==> src/button_press_pattern_detector_defines.svh <==
// Assertion macros for the button press pattern detector.
// Included by the RTL files that carry assertions; depends on nothing.
// The macros assume a clock named clk and an active-low reset named rst_n.
`ifndef BUTTON_PRESS_PATTERN_DETECTOR_DEFINES_SVH
`define BUTTON_PRESS_PATTERN_DETECTOR_DEFINES_SVH

`ifndef SYNTHESIS
`define BPPD_ASSERT_IMP(lbl, ante, cons) \
  lbl: assert property (@(posedge clk) disable iff (!rst_n) (ante) |-> (cons)) \
    else $error("assertion failed");
`define BPPD_ASSERT_NXT(lbl, ante, cons) \
  lbl: assert property (@(posedge clk) disable iff (!rst_n) (ante) |=> (cons)) \
    else $error("assertion failed");
`else
`define BPPD_ASSERT_IMP(lbl, ante, cons)
`define BPPD_ASSERT_NXT(lbl, ante, cons)
`endif

`endif

==> src/bppd_pkg.sv <==
// Shared types and constants of the button press pattern detector.
// Used by every module of the block; depends on nothing.
package bppd_pkg;

  localparam int unsigned CNT_W = 8;
  localparam int unsigned CFG_ADDR_W = 3;
  localparam int unsigned CFG_DATA_W = 32;

  localparam logic [CNT_W-1:0] SHORT_TICKS_RST = 8'd2;
  localparam logic [CNT_W-1:0] LONG_TICKS_RST = 8'd60;
  localparam logic [CNT_W-1:0] CNT_MAX = 8'hFF;

  typedef enum logic [2:0] {
    PH_IDLE    = 3'd0,
    PH_SAMPLE1 = 3'd1,
    PH_WAIT2   = 3'd2,
    PH_SAMPLE2 = 3'd3,
    PH_WAIT3   = 3'd4,
    PH_SAMPLE3 = 3'd5
  } phase_t;

  typedef enum logic [1:0] {
    EV_LONG       = 2'd0,
    EV_SHORT_LONG = 2'd1,
    EV_SHORT2_LONG = 2'd2
  } ev_code_t;

  typedef enum logic {
    REG_SHORT = 1'b0,
    REG_LONG  = 1'b1
  } reg_idx_t;

  typedef enum logic {
    MODE_TICK = 1'b0,
    MODE_EDGE = 1'b1
  } mode_t;

  typedef struct packed {
    logic [CNT_W-1:0] short_ticks;
    logic [CNT_W-1:0] long_ticks;
  } cfg_t;

  typedef struct packed {
    logic mode;
    logic pin_level;
  } item_t;

  typedef struct packed {
    logic       event_valid;
    logic [1:0] event_code;
    logic       sampling_active;
  } result_t;

endpackage

==> src/bppd_if.sv <==
// Valid/ready channel interfaces of the button press pattern detector.
// Depends on nothing; one interface for input beats, one for result beats.
interface bppd_in_if;
  logic valid;
  logic ready;
  logic mode;
  logic pin_level;

  modport source (output valid, output mode, output pin_level, input ready);
  modport sink (input valid, input mode, input pin_level, output ready);
endinterface

interface bppd_out_if;
  logic       valid;
  logic       ready;
  logic       event_valid;
  logic [1:0] event_code;
  logic       sampling_active;

  modport source (output valid, output event_valid, output event_code,
                  output sampling_active, input ready);
  modport sink (input valid, input event_valid, input event_code,
                input sampling_active, output ready);
endinterface

==> src/bppd_cfg.sv <==
// APB-style register file holding the short and long press limits.
// Depends on bppd_pkg.
module bppd_cfg (
  input  logic                              clk,
  input  logic                              rst_n,
  input  logic                              cfg_psel,
  input  logic                              cfg_penable,
  input  logic                              cfg_pwrite,
  input  logic [bppd_pkg::CFG_ADDR_W-1:0]   cfg_paddr,
  input  logic [bppd_pkg::CFG_DATA_W-1:0]   cfg_pwdata,
  output logic [bppd_pkg::CFG_DATA_W-1:0]   cfg_prdata,
  output logic                              cfg_pready,
  output bppd_pkg::cfg_t                    cfg
);

  logic [bppd_pkg::CNT_W-1:0] short_ticks_r;
  logic [bppd_pkg::CNT_W-1:0] long_ticks_r;
  logic                       wr_en;
  bppd_pkg::reg_idx_t         idx;

  assign cfg_pready = 1'b1;
  assign wr_en = cfg_psel & cfg_penable & cfg_pwrite & cfg_pready;
  assign idx = bppd_pkg::reg_idx_t'(cfg_paddr[2]);

  always_ff @(posedge clk) begin
    if (!rst_n) begin
      short_ticks_r <= bppd_pkg::SHORT_TICKS_RST;
      long_ticks_r <= bppd_pkg::LONG_TICKS_RST;
    end else if (wr_en) begin
      unique case (idx)
        bppd_pkg::REG_SHORT: short_ticks_r <= cfg_pwdata[bppd_pkg::CNT_W-1:0];
        bppd_pkg::REG_LONG:  long_ticks_r <= cfg_pwdata[bppd_pkg::CNT_W-1:0];
        default: ;
      endcase
    end
  end

  always_comb begin
    cfg_prdata = '0;
    unique case (idx)
      bppd_pkg::REG_SHORT: cfg_prdata[bppd_pkg::CNT_W-1:0] = short_ticks_r;
      bppd_pkg::REG_LONG:  cfg_prdata[bppd_pkg::CNT_W-1:0] = long_ticks_r;
      default: cfg_prdata = '0;
    endcase
  end

  assign cfg.short_ticks = short_ticks_r;
  assign cfg.long_ticks = long_ticks_r;

endmodule

==> src/bppd_in_reg.sv <==
// Input register that captures one beat from the input channel.
// Depends on bppd_pkg and bppd_in_if.
module bppd_in_reg (
  input  logic            clk,
  input  logic            rst_n,
  bppd_in_if.sink         in_ch,
  input  logic            take,
  output logic            item_valid,
  output bppd_pkg::item_t item
);

  logic            valid_r;
  logic            valid_nxt;
  bppd_pkg::item_t item_r;
  logic            load;

  assign in_ch.ready = ~valid_r | take;
  assign load = in_ch.valid & in_ch.ready;
  assign valid_nxt = load | (valid_r & ~take);

  always_ff @(posedge clk) begin
    if (!rst_n) begin
      valid_r <= 1'b0;
    end else begin
      valid_r <= valid_nxt;
    end
  end

  always_ff @(posedge clk) begin
    if (load) begin
      item_r.mode <= in_ch.mode;
      item_r.pin_level <= in_ch.pin_level;
    end
  end

  assign item_valid = valid_r;
  assign item = item_r;

endmodule

==> src/bppd_core.sv <==
// Press pattern state machine: phase and tick counter, one beat per cycle while take is high.
// Depends on bppd_pkg and the assertion macro header.
`include "button_press_pattern_detector_defines.svh"

module bppd_core (
  input  logic              clk,
  input  logic              rst_n,
  input  logic              take,
  input  bppd_pkg::item_t   item,
  input  bppd_pkg::cfg_t    cfg,
  output bppd_pkg::result_t result
);

  bppd_pkg::phase_t           phase_r;
  bppd_pkg::phase_t           phase_nxt;
  logic [bppd_pkg::CNT_W-1:0] cnt_r;
  logic [bppd_pkg::CNT_W-1:0] cnt_nxt;
  logic [bppd_pkg::CNT_W-1:0] cnt_sat;
  logic                       ev_valid;
  bppd_pkg::ev_code_t         ev_code;
  logic                       released;

  assign released = item.pin_level;
  assign cnt_sat = (cnt_r == bppd_pkg::CNT_MAX) ? cnt_r : cnt_r + 8'd1;

  always_ff @(posedge clk) begin
    if (!rst_n) begin
      phase_r <= bppd_pkg::PH_IDLE;
      cnt_r <= '0;
    end else if (take) begin
      phase_r <= phase_nxt;
      cnt_r <= cnt_nxt;
    end
  end

  always_comb begin
    phase_nxt = phase_r;
    cnt_nxt = cnt_r;
    ev_valid = 1'b0;
    ev_code = bppd_pkg::EV_LONG;
    if (bppd_pkg::mode_t'(item.mode) == bppd_pkg::MODE_EDGE) begin
      unique case (phase_r)
        bppd_pkg::PH_IDLE, bppd_pkg::PH_SAMPLE1: begin
          phase_nxt = bppd_pkg::PH_SAMPLE1;
          cnt_nxt = '0;
        end
        bppd_pkg::PH_WAIT2: begin
          phase_nxt = bppd_pkg::PH_SAMPLE2;
          cnt_nxt = '0;
        end
        bppd_pkg::PH_WAIT3: begin
          phase_nxt = bppd_pkg::PH_SAMPLE3;
          cnt_nxt = '0;
        end
        default: ;
      endcase
    end else begin
      unique case (phase_r)
        bppd_pkg::PH_SAMPLE1, bppd_pkg::PH_SAMPLE2, bppd_pkg::PH_SAMPLE3: begin
          if (released) begin
            cnt_nxt = '0;
            if (cnt_r >= cfg.short_ticks) begin
              unique case (phase_r)
                bppd_pkg::PH_SAMPLE1: phase_nxt = bppd_pkg::PH_WAIT2;
                bppd_pkg::PH_SAMPLE2: phase_nxt = bppd_pkg::PH_WAIT3;
                default:              phase_nxt = bppd_pkg::PH_IDLE;
              endcase
            end else begin
              phase_nxt = bppd_pkg::PH_IDLE;
            end
          end else if (cnt_sat >= cfg.long_ticks) begin
            phase_nxt = bppd_pkg::PH_IDLE;
            cnt_nxt = '0;
            ev_valid = 1'b1;
            unique case (phase_r)
              bppd_pkg::PH_SAMPLE1: ev_code = bppd_pkg::EV_LONG;
              bppd_pkg::PH_SAMPLE2: ev_code = bppd_pkg::EV_SHORT_LONG;
              default:              ev_code = bppd_pkg::EV_SHORT2_LONG;
            endcase
          end else begin
            cnt_nxt = cnt_sat;
          end
        end
        bppd_pkg::PH_WAIT2, bppd_pkg::PH_WAIT3: begin
          cnt_nxt = released ? cnt_sat : cnt_r;
          if (cnt_nxt >= cfg.long_ticks) begin
            phase_nxt = bppd_pkg::PH_IDLE;
            cnt_nxt = '0;
          end
        end
        default: begin
          phase_nxt = bppd_pkg::PH_IDLE;
          cnt_nxt = '0;
        end
      endcase
    end
  end

  assign result.event_valid = ev_valid;
  assign result.event_code = ev_code;
  assign result.sampling_active = (phase_nxt != bppd_pkg::PH_IDLE);

  // A reported pattern always ends the sequence.
  `BPPD_ASSERT_IMP(a_event_ends_in_idle, ev_valid, phase_nxt == bppd_pkg::PH_IDLE)
  // The code is only nonzero alongside a report.
  `BPPD_ASSERT_IMP(a_code_needs_event, ev_code != bppd_pkg::EV_LONG, ev_valid)
  // A tick while idle leaves the block idle with a cleared counter.
  `BPPD_ASSERT_NXT(a_idle_tick_stays,
    take && !item.mode && phase_r == bppd_pkg::PH_IDLE,
    phase_r == bppd_pkg::PH_IDLE && cnt_r == '0)

endmodule

==> src/bppd_out_reg.sv <==
// Result register that holds one beat until the output channel takes it.
// Depends on bppd_pkg and bppd_out_if.
module bppd_out_reg (
  input  logic              clk,
  input  logic              rst_n,
  input  logic              item_valid,
  input  bppd_pkg::result_t result,
  output logic              take,
  bppd_out_if.source        out_ch
);

  logic              valid_r;
  logic              valid_nxt;
  bppd_pkg::result_t res_r;

  assign take = item_valid & (~valid_r | out_ch.ready);
  assign valid_nxt = take | (valid_r & ~out_ch.ready);

  always_ff @(posedge clk) begin
    if (!rst_n) begin
      valid_r <= 1'b0;
    end else begin
      valid_r <= valid_nxt;
    end
  end

  always_ff @(posedge clk) begin
    if (take) begin
      res_r <= result;
    end
  end

  assign out_ch.valid = valid_r;
  assign out_ch.event_valid = res_r.event_valid;
  assign out_ch.event_code = res_r.event_code;
  assign out_ch.sampling_active = res_r.sampling_active;

endmodule

==> src/button_press_pattern_detector.sv <==
// Button press pattern detector for an active-low button. Each input beat is
// either a falling edge on the pin or a sampling tick with the pin level, and
// each one yields exactly one result beat that may report a long press, a short
// press then a long press, or two short presses then a long press, together
// with the tick timer enable. A beat passes an input register, combinational
// state machine logic and a result register, and one beat per cycle is
// sustained while the result side keeps taking beats. The press limits sit in
// an APB-style register file at byte addresses 0 and 4; the user must write
// them only while no beat is in flight, and the block itself does not enforce
// this.
// Depends on bppd_pkg, the channel interfaces and all bppd submodules.
module button_press_pattern_detector (
  input  logic                              clk,
  input  logic                              rst_n,
  bppd_in_if.sink                           in_ch,
  bppd_out_if.source                        out_ch,
  input  logic                              cfg_psel,
  input  logic                              cfg_penable,
  input  logic                              cfg_pwrite,
  input  logic [bppd_pkg::CFG_ADDR_W-1:0]   cfg_paddr,
  input  logic [bppd_pkg::CFG_DATA_W-1:0]   cfg_pwdata,
  output logic [bppd_pkg::CFG_DATA_W-1:0]   cfg_prdata,
  output logic                              cfg_pready
);

  bppd_pkg::cfg_t    cfg;
  bppd_pkg::item_t   item;
  bppd_pkg::result_t result;
  logic              item_valid;
  logic              take;

  bppd_cfg u_cfg (
    .clk         (clk),
    .rst_n       (rst_n),
    .cfg_psel    (cfg_psel),
    .cfg_penable (cfg_penable),
    .cfg_pwrite  (cfg_pwrite),
    .cfg_paddr   (cfg_paddr),
    .cfg_pwdata  (cfg_pwdata),
    .cfg_prdata  (cfg_prdata),
    .cfg_pready  (cfg_pready),
    .cfg         (cfg)
  );

  bppd_in_reg u_in_reg (
    .clk        (clk),
    .rst_n      (rst_n),
    .in_ch      (in_ch),
    .take       (take),
    .item_valid (item_valid),
    .item       (item)
  );

  bppd_core u_core (
    .clk    (clk),
    .rst_n  (rst_n),
    .take   (take),
    .item   (item),
    .cfg    (cfg),
    .result (result)
  );

  bppd_out_reg u_out_reg (
    .clk        (clk),
    .rst_n      (rst_n),
    .item_valid (item_valid),
    .result     (result),
    .take       (take),
    .out_ch     (out_ch)
  );

endmodule
==> src/flat_wrapper.sv <==
// flat-port wrapper written by rule: the top's interface ports become plain ports
module button_press_pattern_detector_flat 
  (clk, rst_n, cfg_psel, cfg_penable, cfg_pwrite, cfg_paddr, cfg_pwdata, cfg_prdata, cfg_pready, in_ch_valid, in_ch_mode, in_ch_pin_level, in_ch_ready, out_ch_valid, out_ch_event_valid, out_ch_event_code, out_ch_sampling_active, out_ch_ready);
  bppd_in_if in_ch_i ();
  bppd_out_if out_ch_i ();
  input  logic clk;
  input  logic rst_n;
  input  logic cfg_psel;
  input  logic cfg_penable;
  input  logic cfg_pwrite;
  input  logic [bppd_pkg::CFG_ADDR_W-1:0] cfg_paddr;
  input  logic [bppd_pkg::CFG_DATA_W-1:0] cfg_pwdata;
  output logic [bppd_pkg::CFG_DATA_W-1:0] cfg_prdata;
  output logic cfg_pready;
  input wire logic [$bits(in_ch_i.valid)-1:0] in_ch_valid;
  input wire logic [$bits(in_ch_i.mode)-1:0] in_ch_mode;
  input wire logic [$bits(in_ch_i.pin_level)-1:0] in_ch_pin_level;
  output wire logic [$bits(in_ch_i.ready)-1:0] in_ch_ready;
  output wire logic [$bits(out_ch_i.valid)-1:0] out_ch_valid;
  output wire logic [$bits(out_ch_i.event_valid)-1:0] out_ch_event_valid;
  output wire logic [$bits(out_ch_i.event_code)-1:0] out_ch_event_code;
  output wire logic [$bits(out_ch_i.sampling_active)-1:0] out_ch_sampling_active;
  input wire logic [$bits(out_ch_i.ready)-1:0] out_ch_ready;
  assign in_ch_i.valid = in_ch_valid;
  assign in_ch_i.mode = in_ch_mode;
  assign in_ch_i.pin_level = in_ch_pin_level;
  assign in_ch_ready = in_ch_i.ready;
  assign out_ch_valid = out_ch_i.valid;
  assign out_ch_event_valid = out_ch_i.event_valid;
  assign out_ch_event_code = out_ch_i.event_code;
  assign out_ch_sampling_active = out_ch_i.sampling_active;
  assign out_ch_i.ready = out_ch_ready;
  button_press_pattern_detector u_core (.clk(clk), .rst_n(rst_n), .in_ch(in_ch_i), .out_ch(out_ch_i), .cfg_psel(cfg_psel), .cfg_penable(cfg_penable), .cfg_pwrite(cfg_pwrite), .cfg_paddr(cfg_paddr), .cfg_pwdata(cfg_pwdata), .cfg_prdata(cfg_prdata), .cfg_pready(cfg_pready));
endmodule
==> config.mk <==
export PLATFORM = sky130hd
export DESIGN_NAME = button_press_pattern_detector_flat
export DESIGN_NICKNAME = d
export VERILOG_FILES = /design/src/bppd_pkg.sv /design/src/bppd_if.sv /design/src/bppd_cfg.sv /design/src/bppd_in_reg.sv /design/src/bppd_core.sv /design/src/bppd_out_reg.sv /design/src/button_press_pattern_detector.sv /design/src/flat_wrapper.sv
export VERILOG_INCLUDE_DIRS = /design/src /design/src/src
export SDC_FILE = /design/constraint.sdc
export NUM_CORES = 1
export LEC_CHECK = 0
export ABC_AREA = 1
export BUFFER_PORTS_ARGS = -buffer_cell sky130_fd_sc_hd__buf_2
export CORE_ASPECT_RATIO = 1.25
export CORE_MARGIN = 2
export CORE_UTILIZATION = 45
export DETAILED_ROUTE_END_ITERATION = 8
export GPL_TIMING_DRIVEN = 0
export PLACE_DENSITY = 0.81
export SLEW_MARGIN = 30
export SYNTH_ARGS = -nofsm -noshare
export SYNTH_HDL_FRONTEND = slang
export SYNTH_SLANG_ARGS = --single-unit
export TNS_END_PERCENT = 1
==> constraint.sdc <==
create_clock -name clk -period 2.4 [get_ports clk]
set_input_delay 0.24 -clock clk [delete_from_list [all_inputs] [get_ports clk]]
set_output_delay 0.24 -clock clk [all_outputs]
set_load 0.05 [all_outputs]
==> impl_metrics.csv <==
group,metric,value,unit
synth,synthesis.area,2710,um2
die,initial_core_util,46.5,%
detailed_routing,drtAntennaViolNets,0,
detailed_routing,wl_met2,3080,um
placed_design,port_buffers,31,
clock_tree,clk_transition_reported_paths,0.07,ns
clock_tree,clock_latency,0.29,ns
clock_tree,clock_sinks,35,
die,rows,31,
grt,antenna_found_initial,0,
timing,final.setup.tns,-1.08,ns
synth,synth_cell_types,33,
die,num_io_pins,83,
worst_setup_path,required,2.56,ns
synth,synth_edf_count,6,
detailed_routing,met1_length,2560,um
synth,async_reset_ff_share,0,%
clock_tree,cts-htree-levels,2,
finish,final_layout_size_suffix_gt1_share,25.8,%
worst_setup_path,worstPathMaxFanout,9,
die,die_w,73.4,um
grt,grtUsageTotal,19.2,%
timing,maxSlewHeadroom,60.7,%
detailed_routing,top_layer,"met4",
grt,grt_pass1_vias,2493,
clock_tree,cts-buffers-inserted,5,
grt,overflow,0,
synth,syn_inst,402,
timing,tightest_slew,0.587,ns
finish,diodes,0,
detailed_routing,avgRoutedWirePerCell,11.4,um
finish,areaGrowthSynthToFinish,21.2,%
power_and_ir_drop,peakVddDrop,257,uV
synth,ys_dominant_reg_cell,"dfxtp_1",
clock_tree,hold_buffers,0,
timing,slew_violations,0,
power_and_ir_drop,power_leakage,1.76,nW
detailed_routing,wl_met3,341,um
worst_setup_path,cp.arrival,2.74,ns
die,core_region_area,5820,um2
synth,ys_seq_area_share,28.1,%
worst_setup_path,start_kind,"flop",
timing,setup_viol,11,
power_and_ir_drop,powerDensity,423,nW/um2
finish,stdcell_area,3280,um2
synth,ys_top_cells_by_area,"dfxtp_1, nand2_1, ha_1, inv_1, buf_4",
timing,rsz0062_at_grt,"true",
detailed_routing,first_pass_iters,4,
worst_setup_path,endpoint_kind,"flop",
timing,final.setup.worst_slack,-0.186,ns
timing,max_freq,387,MHz
clock_tree,root_buffer,"clkbuf_8",
die,die_h,90.7,um
synth,netlist.area_leader.share,21.4,%
grt,grt_pass1_wl,10300,um
finish,layout.nets,541,
synth,ys_ff_latch,35,
placed_design,hpwl,4730,um
detailed_routing,dr_total_vias,2649,
detailed_routing,avgViaCountPerCell,4.91,
detailed_routing,drt_iter0_markers,138,
timing,finalCriticalPeriod,2.59,ns
timing,clock_skew,0.00637,ns
synth,yosys_warnings,0,
status,violations,"setup timing",
detailed_routing,routed_wl,6160,um
placed_design,gp_congestion,0.940,
synth,synth_top_cell_by_area,"dfxtp_1",
run,cap_violations,0,
clock_tree,cts_buffer_depth,2,
placed_design,dpl-instance-area,3030,um2
worst_setup_path,crit_type,"flop to flop",
die,fp.dieArea,6660,um2
min_path,hold_path.class,"primary input to flop",
status,status,"finished, violations left",
synth,avgSynthCellArea,6.74,um2
timing,holdWs,0.118,ns
detailed_routing,drc,0,
timing,fin_crit_sh,108,%
clock_tree,cts_tree,"yes",
grt,grt_max_degree,12,
timing,hold_viol,0,
[state kept, by name, indices dropped and copies added, names as in the netlist]
| name | flops |
|---|---|
| u_core.u_in_reg.item | 2 |
| u_core.u_out_reg.out_ch.sampling_active | 1 |
| u_core.u_in_reg.item_valid | 1 |
| u_core.u_out_reg.out_ch.valid | 1 |
| u_core.u_out_reg.out_ch.event_code | 2 |
| u_core.u_core.phase_r | 3 |
| u_core.u_cfg.long_ticks_r | 8 |
| u_core.u_out_reg.out_ch.event_valid | 1 |
| u_core.u_core.cnt_r | 8 |
| u_core.u_cfg.short_ticks_r | 8 |
[worst max-delay path: stages (launching register included)]
cell and delay [ns]:
dfxtp_4 0.37, ha_4 0.17, nand2_4 0.08, nor2_4 0.05, nand2_4 0.14, nand3_1 0.10, nand3_1 0.10, o21ai_2 0.08
ha_1 0.31, nand2_1 0.07, nor2_2 0.17, nand4_1 0.18, nand4_1 0.21, buf_4 0.13, nor2_1 0.04, o21ai_1 0.15
a21oi_1 0.08
[path summary, 6_finish.rpt]
path | start | to | slack [ns] | cells after the start
max | u_core.u_core.cnt_r[1]$_SDFFE_PN0P_ | u_core.u_core.cnt_r[0]$_SDFFE_PN0P_ | -0.19 | 16
min | in_ch_mode | u_core.u_in_reg.item[1]$_DFFE_PP_ | 0.12 | 1
max reg2reg | u_core.u_core.cnt_r[1]$_SDFFE_PN0P_ | u_core.u_core.cnt_r[0]$_SDFFE_PN0P_ | -0.19 | 16
min reg2reg | u_core.u_in_reg.item_valid$_SDFF_PN0_ | u_core.u_out_reg.out_ch.valid$_SDFF_PN0_ | 0.47 | 2
[layout make-up]
cell class                      count  area (um2)
Buffer                             30         208
Inverter                           59         221
Timing Repair Buffer               40         223
Sequential cell                    35         777
Multi-Input combinational cell    301        1690
Clock inverter                      3        15.0
Fill cell                         546        2540
Clock buffer                        5        68.8
Tap cell                           66        82.6
[layer usage]
layer	vias up	global-route usage, %
met4	0	10.2
met1	1155	21.2
met2	88	33.6
met5	-	0
met3	19	3.91
li1	1387	-
[repair_timing]
item	in CTS	in global routing
setup endpoints to repair	15	15
gates cloned	0	0
gates resized for setup	21	13
buffers inserted	8	1
pin swaps	10	4
[through the flow]
step / instances / worst slack [ns] / utilization [%] / total power [mW]
3_5_place_dp: 522 / -0.355 / 52.1 / 0.975
4_1_cts: 538 / -0.126 / 55.5 / 1.39
3_3_place_gp: 522 / -0.291 / 52.1 / 0.970
2_1_floorplan: 425 / 0.0673 / - / 0.914
5_1_grt: 539 / -0.346 / 56.4 / 1.46
6_report: 539 / -0.186 / 56.4 / 1.39
[power breakdown]
part,leakage (nW),internal (mW),switching (mW),total [mW]
sequential,0.297,0.615,0.0172,0.632
combinational,1.42,0.0929,0.246,0.339
clock,0.0477,0.198,0.220,0.418
total,1.76,0.906,0.483,1.39
[synthesized netlist by cell type, types with 6 or more instances]
cell / n
a21oi_1: 32
buf_4: 25
dfxtp_1: 29
edfxtp_1: 6
ha_1: 25
inv_1: 55
nand2_1: 113
nand3_1: 17
nand4_1: 7
nor2_1: 21
o21ai_0: 26
o21ai_2: 7
[logic make-up after synthesis]
logic type,Yosys count,synth area share (%)
compound gates,76,16.2
xor+xnor,2,0.647
fa+ha+maj,25,11.6
buf+inv,89,15.8
flops,35,28.1
other cells,2,0.277
simple gates,173,27.4
[layout by cell type (no fill, tap or decap), types with 15 or more instances in the layout]
master	n
nor2_1	17
nand2_1	110
a21oi_1	29
nand3_1	15
inv_1	53
buf_4	34
o21ai_0	25
ha_1	24
buf_2	32
conb_1	25
dfxtp_1	22
Note: power is estimated with default switching activity, not from simulation.
